===== src/assert_macros.svh =====
// Assertion macros shared by the turbo masker RTL.
// Needs a clock named clk and a reset named rst in the including scope.
`ifndef ASSERT_MACROS_SVH
`define ASSERT_MACROS_SVH

// same-cycle implication
`define TAM_ASSERT_SAME(lbl, ante, cons) \
  lbl: assert property (@(posedge clk) disable iff (rst) (ante) |-> (cons)) \
    else $error("turbo masker check failed");

// next-cycle implication
`define TAM_ASSERT_NEXT(lbl, ante, cons) \
  lbl: assert property (@(posedge clk) disable iff (rst) (ante) |=> (cons)) \
    else $error("turbo masker check failed");

`endif


===== src/tam_pkg.sv =====
// Types and constants of the turbo autofire button masker.
// No dependencies; used by every other file of the block but assert_macros.svh.
package tam_pkg;

  localparam int BUTTON_W    = 16;
  localparam int NOW_W       = 64;
  localparam int READER_W    = 4;
  localparam int MODE_W      = 3;
  localparam int MODES_W     = 48;
  localparam int MODE_SLOTS  = MODES_W / MODE_W;
  localparam int PERIOD_W    = 32;
  localparam int CFG_INDEX_W = 8;
  localparam int CFG_DATA_W  = 48;

  localparam int BIT_TRIANGLE = 2;
  localparam int BIT_START    = 4;

  localparam logic [PERIOD_W-1:0] FAST_RESET = 32'd100000;
  localparam logic [PERIOD_W-1:0] MID_RESET  = 32'd250000;
  localparam logic [PERIOD_W-1:0] SLOW_RESET = 32'd500000;

  localparam logic [MODE_W-1:0] MODE_OFF  = 3'd0;
  localparam logic [MODE_W-1:0] MODE_FAST = 3'd2;
  localparam logic [MODE_W-1:0] MODE_MID  = 3'd3;
  localparam logic [MODE_W-1:0] MODE_SLOW = 3'd4;

  localparam logic [CFG_INDEX_W-1:0] REG_MODES       = 8'd0;
  localparam logic [CFG_INDEX_W-1:0] REG_FAST_PERIOD = 8'd1;
  localparam logic [CFG_INDEX_W-1:0] REG_MID_PERIOD  = 8'd2;
  localparam logic [CFG_INDEX_W-1:0] REG_SLOW_PERIOD = 8'd3;

  typedef struct packed {
    logic [MODES_W-1:0]  modes;
    logic [PERIOD_W-1:0] fast_period;
    logic [PERIOD_W-1:0] mid_period;
    logic [PERIOD_W-1:0] slow_period;
  } cfg_t;

  typedef struct packed {
    logic fast;
    logic mid;
    logic slow;
  } fire_t;

endpackage


===== src/tam_channels.sv =====
// Handshake channels of the turbo masker: poll in, result out, config write.
// Depends on tam_pkg for field widths.
interface tam_poll_if;
  logic                           valid;
  logic                           ready;
  logic [tam_pkg::BUTTON_W-1:0]   buttons_in;
  logic [tam_pkg::NOW_W-1:0]      now_us;
  logic [tam_pkg::READER_W-1:0]   reader;
  logic                           active_low;

  modport source (output valid, buttons_in, now_us, reader, active_low, input ready);
  modport sink (input valid, buttons_in, now_us, reader, active_low, output ready);
endinterface

interface tam_result_if;
  logic                         valid;
  logic                         ready;
  logic [tam_pkg::BUTTON_W-1:0] buttons_out;
  logic                         menu_request;

  modport source (output valid, buttons_out, menu_request, input ready);
  modport sink (input valid, buttons_out, menu_request, output ready);
endinterface

interface tam_cfg_if;
  logic                            valid;
  logic                            ready;
  logic [tam_pkg::CFG_INDEX_W-1:0] index;
  logic [tam_pkg::CFG_DATA_W-1:0]  data;

  modport source (output valid, index, data, input ready);
  modport sink (input valid, index, data, output ready);
endinterface


===== src/turbo_autofire_button_masker.sv =====
// Top level of the turbo autofire button masker: input stage, timers, mask, result stage.
// Depends on tam_pkg, assert_macros.svh, the channel interfaces and tam_* modules.
//
//   channel | role   | payload
//   --------+--------+-------------------------------------------
//   poll    | in     | buttons_in, now_us, reader, active_low
//   result  | out    | buttons_out, menu_request
//   cfg     | write  | index (0 modes, 1..3 fast/mid/slow period), data
//
// One item per cycle unless the result stalls; each item passes the input register, then the result register.
// All work for an item sits between the input register and the result register,
// so state written by one item is seen by the next item.
// rst is synchronous: clears both stage valids, timers, phase bits and config registers.
// A stalled result holds the input stage; poll.ready drops only when both are full.
// cfg.ready is always high.
`include "assert_macros.svh"

module turbo_autofire_button_masker #(
  parameter int BUTTON_COUNT = 16,
  parameter int READER_COUNT = 12
) (
  input  logic          clk,
  input  logic          rst,
  tam_poll_if.sink      poll,
  tam_result_if.source  result,
  tam_cfg_if.sink       cfg
);

  tam_pkg::cfg_t  regs;
  tam_pkg::fire_t fire;

  logic                           s1_valid;
  logic [tam_pkg::BUTTON_W-1:0]   s1_buttons;
  logic [tam_pkg::NOW_W-1:0]      s1_now;
  logic [tam_pkg::READER_W-1:0]   s1_reader;
  logic                           s1_low;
  logic                           s1_adv;
  logic                           poll_take;
  logic [tam_pkg::BUTTON_W-1:0]   s1_held;
  logic                           menu;
  logic                           commit;
  logic [tam_pkg::BUTTON_W-1:0]   masked;

  logic                           out_valid;
  logic                           out_valid_next;
  logic [tam_pkg::BUTTON_W-1:0]   out_buttons;
  logic                           out_menu;

  tam_cfg_regs u_cfg (
    .clk  (clk),
    .rst  (rst),
    .cfg  (cfg),
    .regs (regs)
  );

  assign s1_adv     = s1_valid && (!out_valid || result.ready);
  assign poll.ready = !s1_valid || s1_adv;
  assign poll_take  = poll.valid && poll.ready;

  always_ff @(posedge clk) begin
    if (rst) begin
      s1_valid <= 1'b0;
    end else if (poll.ready) begin
      s1_valid <= poll.valid;
    end
  end

  always_ff @(posedge clk) begin
    if (poll_take) begin
      s1_buttons <= poll.buttons_in;
      s1_now     <= poll.now_us;
      s1_reader  <= poll.reader;
      s1_low     <= poll.active_low;
    end
  end

  assign s1_held = s1_low ? ~s1_buttons : s1_buttons;
  assign menu    = s1_held[tam_pkg::BIT_START] && s1_held[tam_pkg::BIT_TRIANGLE];
  assign commit  = s1_adv && !menu;

  tam_rate_timers u_timers (
    .clk    (clk),
    .rst    (rst),
    .now_us (s1_now),
    .regs   (regs),
    .commit (commit),
    .fire   (fire)
  );

  tam_turbo_mask #(
    .BUTTON_COUNT (BUTTON_COUNT),
    .READER_COUNT (READER_COUNT)
  ) u_mask (
    .clk         (clk),
    .rst         (rst),
    .buttons_in  (s1_buttons),
    .reader      (s1_reader),
    .active_low  (s1_low),
    .modes       (regs.modes),
    .fire        (fire),
    .commit      (commit),
    .buttons_out (masked)
  );

  always_comb begin
    out_valid_next = out_valid;
    if (s1_adv) begin
      out_valid_next = 1'b1;
    end else if (result.ready) begin
      out_valid_next = 1'b0;
    end
  end

  always_ff @(posedge clk) begin
    if (rst) begin
      out_valid <= 1'b0;
    end else begin
      out_valid <= out_valid_next;
    end
  end

  always_ff @(posedge clk) begin
    if (s1_adv) begin
      out_buttons <= menu ? s1_buttons : masked;
      out_menu    <= menu;
    end
  end

  assign result.valid        = out_valid;
  assign result.buttons_out  = out_buttons;
  assign result.menu_request = out_menu;

  `TAM_ASSERT_NEXT(a_menu_pass, s1_adv && menu, out_buttons == $past(s1_buttons) && out_menu)
  `TAM_ASSERT_SAME(a_stall_full, !poll.ready, s1_valid && out_valid && !result.ready)
  `TAM_ASSERT_SAME(a_out_source, $rose(out_valid), $past(s1_adv))

endmodule


===== src/tam_cfg_regs.sv =====
// Configuration register file: turbo modes and the three timer periods.
// Depends on tam_pkg and tam_cfg_if.
module tam_cfg_regs (
  input  logic           clk,
  input  logic           rst,
  tam_cfg_if.sink        cfg,
  output tam_pkg::cfg_t  regs
);

  assign cfg.ready = 1'b1;

  always_ff @(posedge clk) begin
    if (rst) begin
      regs.modes       <= '0;
      regs.fast_period <= tam_pkg::FAST_RESET;
      regs.mid_period  <= tam_pkg::MID_RESET;
      regs.slow_period <= tam_pkg::SLOW_RESET;
    end else if (cfg.valid) begin
      case (cfg.index)
        tam_pkg::REG_MODES:       regs.modes       <= cfg.data[tam_pkg::MODES_W-1:0];
        tam_pkg::REG_FAST_PERIOD: regs.fast_period <= cfg.data[tam_pkg::PERIOD_W-1:0];
        tam_pkg::REG_MID_PERIOD:  regs.mid_period  <= cfg.data[tam_pkg::PERIOD_W-1:0];
        tam_pkg::REG_SLOW_PERIOD: regs.slow_period <= cfg.data[tam_pkg::PERIOD_W-1:0];
        default: ;
      endcase
    end
  end

endmodule


===== src/tam_rate_timers.sv =====
// Fast, mid and slow rate timers: strict compare of elapsed time, reload on a committed fire.
// Depends on tam_pkg.
module tam_rate_timers (
  input  logic                         clk,
  input  logic                         rst,
  input  logic [tam_pkg::NOW_W-1:0]    now_us,
  input  tam_pkg::cfg_t                regs,
  input  logic                         commit,
  output tam_pkg::fire_t               fire
);

  logic [tam_pkg::NOW_W-1:0] fast_last_time;
  logic [tam_pkg::NOW_W-1:0] mid_last_time;
  logic [tam_pkg::NOW_W-1:0] slow_last_time;

  assign fire.fast = (now_us - fast_last_time) >
                     {{(tam_pkg::NOW_W-tam_pkg::PERIOD_W){1'b0}}, regs.fast_period};
  assign fire.mid  = (now_us - mid_last_time) >
                     {{(tam_pkg::NOW_W-tam_pkg::PERIOD_W){1'b0}}, regs.mid_period};
  assign fire.slow = (now_us - slow_last_time) >
                     {{(tam_pkg::NOW_W-tam_pkg::PERIOD_W){1'b0}}, regs.slow_period};

  always_ff @(posedge clk) begin
    if (rst) begin
      fast_last_time <= '0;
      mid_last_time  <= '0;
      slow_last_time <= '0;
    end else if (commit) begin
      if (fire.fast) fast_last_time <= now_us;
      if (fire.mid)  mid_last_time  <= now_us;
      if (fire.slow) slow_last_time <= now_us;
    end
  end

endmodule


===== src/tam_turbo_mask.sv =====
// Per-reader turbo phase store and the button masking logic.
// Depends on tam_pkg.
module tam_turbo_mask #(
  parameter int BUTTON_COUNT = 16,
  parameter int READER_COUNT = 12
) (
  input  logic                           clk,
  input  logic                           rst,
  input  logic [tam_pkg::BUTTON_W-1:0]   buttons_in,
  input  logic [tam_pkg::READER_W-1:0]   reader,
  input  logic                           active_low,
  input  logic [tam_pkg::MODES_W-1:0]    modes,
  input  tam_pkg::fire_t                 fire,
  input  logic                           commit,
  output logic [tam_pkg::BUTTON_W-1:0]   buttons_out
);

  localparam int PhaseW = (BUTTON_COUNT < tam_pkg::MODE_SLOTS) ? BUTTON_COUNT
                                                                : tam_pkg::MODE_SLOTS;
  localparam int RowW   = (READER_COUNT > 1) ? $clog2(READER_COUNT) : 1;
  localparam logic [tam_pkg::READER_W:0] ReaderLimit = (tam_pkg::READER_W+1)'(READER_COUNT);

  logic [PhaseW-1:0]            phase [READER_COUNT];
  logic [PhaseW-1:0]            row;
  logic [PhaseW-1:0]            row_next;
  logic [tam_pkg::BUTTON_W-1:0] held;
  logic [tam_pkg::BUTTON_W-1:0] masked;
  logic [tam_pkg::MODE_W-1:0]   mode;
  logic                         ok;
  logic                         in_range;
  logic [RowW-1:0]              row_idx;

  assign in_range = {1'b0, reader} < ReaderLimit;
  assign row_idx  = reader[RowW-1:0];
  assign held     = active_low ? ~buttons_in : buttons_in;
  assign row      = in_range ? phase[row_idx] : '0;

  always_comb begin
    masked   = buttons_in;
    row_next = row;
    mode     = tam_pkg::MODE_OFF;
    ok       = 1'b0;
    for (int i = 0; i < PhaseW; i++) begin
      mode = modes[tam_pkg::MODE_W*i +: tam_pkg::MODE_W];
      case (mode)
        tam_pkg::MODE_OFF:  ok = 1'b0;
        tam_pkg::MODE_FAST: ok = fire.fast;
        tam_pkg::MODE_MID:  ok = fire.mid;
        tam_pkg::MODE_SLOW: ok = fire.slow;
        default:            ok = 1'b1;
      endcase
      if (ok) begin
        if (held[i]) begin
          row_next[i] = ~row[i];
          if (!row[i]) masked[i] = active_low;
        end else begin
          row_next[i] = 1'b0;
        end
      end
    end
  end

  assign buttons_out = in_range ? masked : buttons_in;

  always_ff @(posedge clk) begin
    if (rst) begin
      for (int r = 0; r < READER_COUNT; r++) phase[r] <= '0;
    end else if (commit && in_range) begin
      phase[row_idx] <= row_next;
    end
  end

endmodule

===== src/flat_wrapper.sv =====
// flat-port wrapper written by rule: the top's interface ports become plain ports
module turbo_autofire_button_masker_flat 
#(
  parameter int BUTTON_COUNT = 16,
  parameter int READER_COUNT = 12
)
  (clk, rst, poll_valid, poll_buttons_in, poll_now_us, poll_reader, poll_active_low, poll_ready, result_valid, result_buttons_out, result_menu_request, result_ready, cfg_valid, cfg_index, cfg_data, cfg_ready);
  tam_poll_if poll_i ();
  tam_result_if result_i ();
  tam_cfg_if cfg_i ();
  input  logic clk;
  input  logic rst;
  input wire logic [$bits(poll_i.valid)-1:0] poll_valid;
  input wire logic [$bits(poll_i.buttons_in)-1:0] poll_buttons_in;
  input wire logic [$bits(poll_i.now_us)-1:0] poll_now_us;
  input wire logic [$bits(poll_i.reader)-1:0] poll_reader;
  input wire logic [$bits(poll_i.active_low)-1:0] poll_active_low;
  output wire logic [$bits(poll_i.ready)-1:0] poll_ready;
  output wire logic [$bits(result_i.valid)-1:0] result_valid;
  output wire logic [$bits(result_i.buttons_out)-1:0] result_buttons_out;
  output wire logic [$bits(result_i.menu_request)-1:0] result_menu_request;
  input wire logic [$bits(result_i.ready)-1:0] result_ready;
  input wire logic [$bits(cfg_i.valid)-1:0] cfg_valid;
  input wire logic [$bits(cfg_i.index)-1:0] cfg_index;
  input wire logic [$bits(cfg_i.data)-1:0] cfg_data;
  output wire logic [$bits(cfg_i.ready)-1:0] cfg_ready;
  assign poll_i.valid = poll_valid;
  assign poll_i.buttons_in = poll_buttons_in;
  assign poll_i.now_us = poll_now_us;
  assign poll_i.reader = poll_reader;
  assign poll_i.active_low = poll_active_low;
  assign poll_ready = poll_i.ready;
  assign result_valid = result_i.valid;
  assign result_buttons_out = result_i.buttons_out;
  assign result_menu_request = result_i.menu_request;
  assign result_i.ready = result_ready;
  assign cfg_i.valid = cfg_valid;
  assign cfg_i.index = cfg_index;
  assign cfg_i.data = cfg_data;
  assign cfg_ready = cfg_i.ready;
  turbo_autofire_button_masker #(.BUTTON_COUNT(BUTTON_COUNT), .READER_COUNT(READER_COUNT)) u_core (.clk(clk), .rst(rst), .poll(poll_i), .result(result_i), .cfg(cfg_i));
endmodule

===== config.mk =====
export PLATFORM = sky130hd
export DESIGN_NAME = turbo_autofire_button_masker_flat
export DESIGN_NICKNAME = d
export VERILOG_FILES = /design/src/tam_pkg.sv /design/src/tam_channels.sv /design/src/turbo_autofire_button_masker.sv /design/src/tam_cfg_regs.sv /design/src/tam_rate_timers.sv /design/src/tam_turbo_mask.sv /design/src/flat_wrapper.sv
export VERILOG_INCLUDE_DIRS = /design/src /design/src/src
export SDC_FILE = /design/constraint.sdc
export NUM_CORES = 2
export LEC_CHECK = 0
export BUFFER_PORTS_ARGS = -buffer_cell sky130_fd_sc_hd__buf_4
export CORE_ASPECT_RATIO = 1.4
export CORE_MARGIN = 4
export CORE_UTILIZATION = 45
export CTS_CLUSTER_DIAMETER = 200
export DETAILED_ROUTE_END_ITERATION = 10
export GPL_TIMING_DRIVEN = 0
export PLACE_DENSITY_LB_ADDON = 0.12
export SYNTH_ARGS = -nofsm -noshare
export SYNTH_HDL_FRONTEND = slang
export SYNTH_SLANG_ARGS = --single-unit

===== constraint.sdc =====
create_clock -name clk -period 8.3 [get_ports clk]
set_input_delay 0.415 -clock clk [delete_from_list [all_inputs] [get_ports clk]]
set_output_delay 0.415 -clock clk [all_outputs]
set_load 0.05 [all_outputs]

==> flow_results.org <==
** Clock tree
- TritonCTS Sinks :: 700
- Max Buffers Root-to-Sink :: 3
- CTS Root Cell :: clkbuf_16
- Clock-pin slew was measured on the worst setup and hold paths at 60 ps.
- At the later pin of the worst-skew pair, clock insertion delay measures 670 ps.
- Once the clock tree was built, the setup fixing pass inserted 0 buffers.
- Total clock buffers created by CTS :: 73
- Number of H-tree levels :: 3
- TritonCTS built the clock tree.

** Synthesis
- Number of distinct standard cells referenced by the synthesized netlist :: 100
- In this run, synthesis produced a sequential element count of 700.
- Counting flops with an async set or reset pin after synthesis yields a share of 0.
- Yosys mapped a number of flops with a built-in enable equal to 358.
- Cell type with the highest aggregate area in the netlist :: edfxtp_1
- Most common cell in the netlist :: nand2_1
- Of the post-synthesis cell area, the dominant cell type holds 0.246.
- Sorting the synthesized cells by how often they occur yields 823 x nand2_1, 573 x a21oi_1, 419 x nor2_1.
- Synthesis produced 4,966 cells.
- By area the synthesized netlist is led by edfxtp_1 25%, dfxtp_1 16%, ha_1 8.2%.
- Total number of yosys warnings :: 0
- Post-synthesis instance area :: 43,600 um^2
- Part of the Yosys area used for sequential elements :: 0.403
- The most used flip-flop cell after synthesis is edfxtp_1.
- Averaged over all synthesized cells, the footprint is 8.79 um^2.

** Die
- Std-Cell Rows :: 134
- Top-Level Pins :: 166
- The initial utilization of the core area, before any placement, comes to 0.456.
- Overall die area :: 102,000 um^2
- Die Ht :: 376 um
- Area of the core region :: 95,700 um^2
- Die width :: 271 um

** GRT
- The initial antenna violation count was 3.
- Total routing usage reported by global routing :: 0.297
- Entering global routing, the biggest net connects 47 pins.
- The first global-routing pass estimated 231,000 um of wire.
- Leftover overflow at the end of global routing :: 0
- Vias in the first global route :: 38,107

** Power and ir drop
- Leakage component of the power :: 18.1 nW
- Maximum vdd ir drop :: 197 uV
- The internal portion of the total power is 6.49 mW.
- The share of total power dissipated in the clock network is 0.355.
- In this run the power density over the cells is 187 nW/um^2.
- The share of total power dissipated in sequential elements is 0.416.
- For this design the total switching power over the nets is 2.93 mW.
- Switching share of power :: 0.311
- Power share of the combinational group :: 0.228

** Critical path
- Startpoint-to-endpoint class of the critical path :: reg -> reg
- Highest fanout seen on the critical path :: 10
- Data arrival, critical path :: 8490 ps
- Worst setup SP type :: flip-flop
- Timing startpoint of the critical path :: u_core.s1_now[0]
- Worst Setup End Kind :: flip-flop
- In this run the critical register-to-register path is launched from u_core.s1_now[0].
- Number of cells on the worst reg-to-reg path :: 27
- For the worst setup path, the data required time is 8690 ps.

** Timing
- Setup repair after global routing left no endpoint under its margin.
- The count of endpoints failing hold in the final timing report came to 0.
- Across the routed clock network, the largest skew measured is 34.4 ps.
- The number of slew-limit violations in the final report is 0.
- For this run, the top clock speed supported by timing is 124 MHz.
- Counting I/O delays and the setup requirement, the final critical path takes 8090 ps.
- Measured against its own limit, the worst slew margin works out to 0.132.
- At the pin with the least slew margin, the transition time is 1300 ps.
- Count of endpoints failing setup in the final report :: 0
- Once routing completed, OpenROAD measured the worst setup slack at 205 ps.
- Final cycle utilization of the critical path :: 0.975

** Cells and area
- Total of fill cells in the finished design :: 9,123
- Multi-input logic area :: 24,000 um^2
- Seq. cell area :: 17,600 um^2
- Total Nets Final :: 5,808
- Layout Cell Area excl Fill :: 50,300 um^2
- Compared with the post-synthesis result, the final layout area differs by 15.3%.
- Share of final-layout standard cells stronger than drive strength 1 :: 0.110

** Route
- The first detailed-routing pass took 6 iterations.
- After detailed routing, the number of remaining DRC violations is 0.
- Sum of routed wire length over all layers :: 156,000 um
- Vias post-DR :: 38,494
- Routed wire length per instance :: 23.1 um
- Number of design-rule violations left by the first detailed-router iteration :: 2,769
- Antenna Nets Post-Route :: 0
- Using the TritonRoute via totals, the vias-per-cell ratio works out to 5.73.

** Job
- Max-cap violations in this run came to 0.

** Run status
- The flow ran to the end, and the final reports show no timing, DRC or antenna violations.

** Hold path
- In this run the worst hold path is classified as in -> reg.
- Hold Crit Depth :: 3
- In this run the most critical hold path is launched from cfg_data[1].

** Placed design
- Placement-stage worst setup slack :: -273 ps
- Final estimated routing congestion in global placement :: 0.964
- Post-DP HPWL :: 123,000 um
- Post-placement cell area :: 46,800 um^2
- Input and output buffers added on the ports amount to 164.
-- registers in the layout, summed over array words and instances, names as in the netlist, named ones only --
signal	count
u_core.result.valid	1
u_core.u_timers.mid_last_time	64
u_core.s1_low	1
u_core.s1_valid	1
u_core.u_cfg.regs	144
u_core.s1_buttons	16
u_core.u_timers.fast_last_time	64
u_core.u_timers.slow_last_time	64
u_core.u_mask.phase	256
u_core.s1_reader	4
u_core.result.menu_request	1
u_core.result.buttons_out	16
u_core.s1_now	64
-- per-stage QoR --
stage               utilization  power [mW]  cells  hold slack [ps]  TNS (ps)
floorplan                     -        5.36   5029              436         0
global placement          0.488        6.05   6485              442    -28550
detailed placement        0.489        6.07   6489              446    -41970
CTS                       0.525        9.45   6722             23.8         0
global route              0.526        9.83   6722             54.1         0
finish                    0.526        9.43   6723             62.5         0
-- what timing repair did --
action,in CTS,in global routing
hold buffers,102,0
setup endpoints to repair,277,434
endpoints found under the hold margin,106,0
gates resized for setup,2,20
gates cloned,0,0
-- layout by cell type, fill, tap and decap left out, types with 65 or more instances in the layout --
| cell type | count |
|---|---|
| a21oi_1 | 570 |
| conb_1 | 65 |
| nand2_1 | 823 |
| mux2i_1 | 85 |
| dlygate4sd3_1 | 102 |
| ha_1 | 285 |
| xnor2_1 | 91 |
| clkbuf_1 | 222 |
| inv_1 | 343 |
| mux4_2 | 80 |
| o21ai_0 | 190 |
| edfxtp_1 | 358 |
| dfxtp_1 | 342 |
| buf_4 | 170 |
| nor2_1 | 419 |
| nor2_2 | 82 |
| nand3_1 | 66 |
| clkbuf_16 | 75 |
| nand4_1 | 124 |
-- worst paths after layout --
path,to,slack [ps]
worst max-delay path,u_core.u_mask.phase[13][2],210
worst min-delay path,u_core.u_cfg.regs[97],60
worst max register to register,u_core.u_mask.phase[13][2],210
worst min register to register,u_core.u_cfg.regs[62],450
-- cell families after synthesis --
logic type	share of synthesized area
buffers and inverters	0.0559
AOI/OAI and AO/OA	0.165
DFF	0.403
xor gates and xnor gates	0.0307
muxes	0.0671
and+or+nand+nor	0.195
other	0.000172
adders and majority gates	0.0831
-- worst max-delay path: stages (launching register included) --
cell	delay [ps]
edfxtp_1	560
inv_1	310
ha_1	220
inv_1	50
fa_1	400
a21o_1	190
a221o_1	450
a21oi_2	360
o211a_1	380
o31a_1	270
xnor2_1	170
ha_1	280
nand4_1	190
nor2_1	80
a221oi_1	260
o211ai_1	280
a2111oi_4	350
o22ai_1	190
nor4bb_1	390
nand4_1	110
or4_1	650
buf_2	260
buf_6	180
o32a_1	180
nand3_2	200
mux2i_1	410
buf_2	310
inv_1	110
-- area by class of cell --
cell class                 count  share of cell area
antenna                        1           0.0000497
timing repair buffer         270              0.0462
sequential                   700               0.350
clock inverter                28             0.00699
multi-input combinational   3717               0.476
buffer                       262              0.0224
inverter                     350              0.0262
tap                         1292              0.0321
clock buffer                 103              0.0402
-- layer usage --
metal | vias to the layer above | global-route usage | share of wire
li1 | 18472 | - | -
met1 | 18350 | 0.310 | 0.36
met2 | 1220 | 0.548 | 0.51
met3 | 448 | 0.0356 | 0.046
met4 | 4 | 0.217 | 0.088
met5 | - | 0 | 0.00022
-- power by group through the flow --
| stage | registers (mW) | clock network (mW) | logic, mW |
|---|---|---|---|
| after CTS | 3.93 | 3.40 | 2.12 |
| after global placement | 4.00 | 0 | 2.05 |
| after floorplan | 3.94 | 0 | 1.42 |
| after global routing | 3.93 | 3.54 | 2.36 |
| final | 3.93 | 3.35 | 2.15 |
| after detailed placement | 4.00 | 0 | 2.07 |
(Power assumes the default switching activity.)
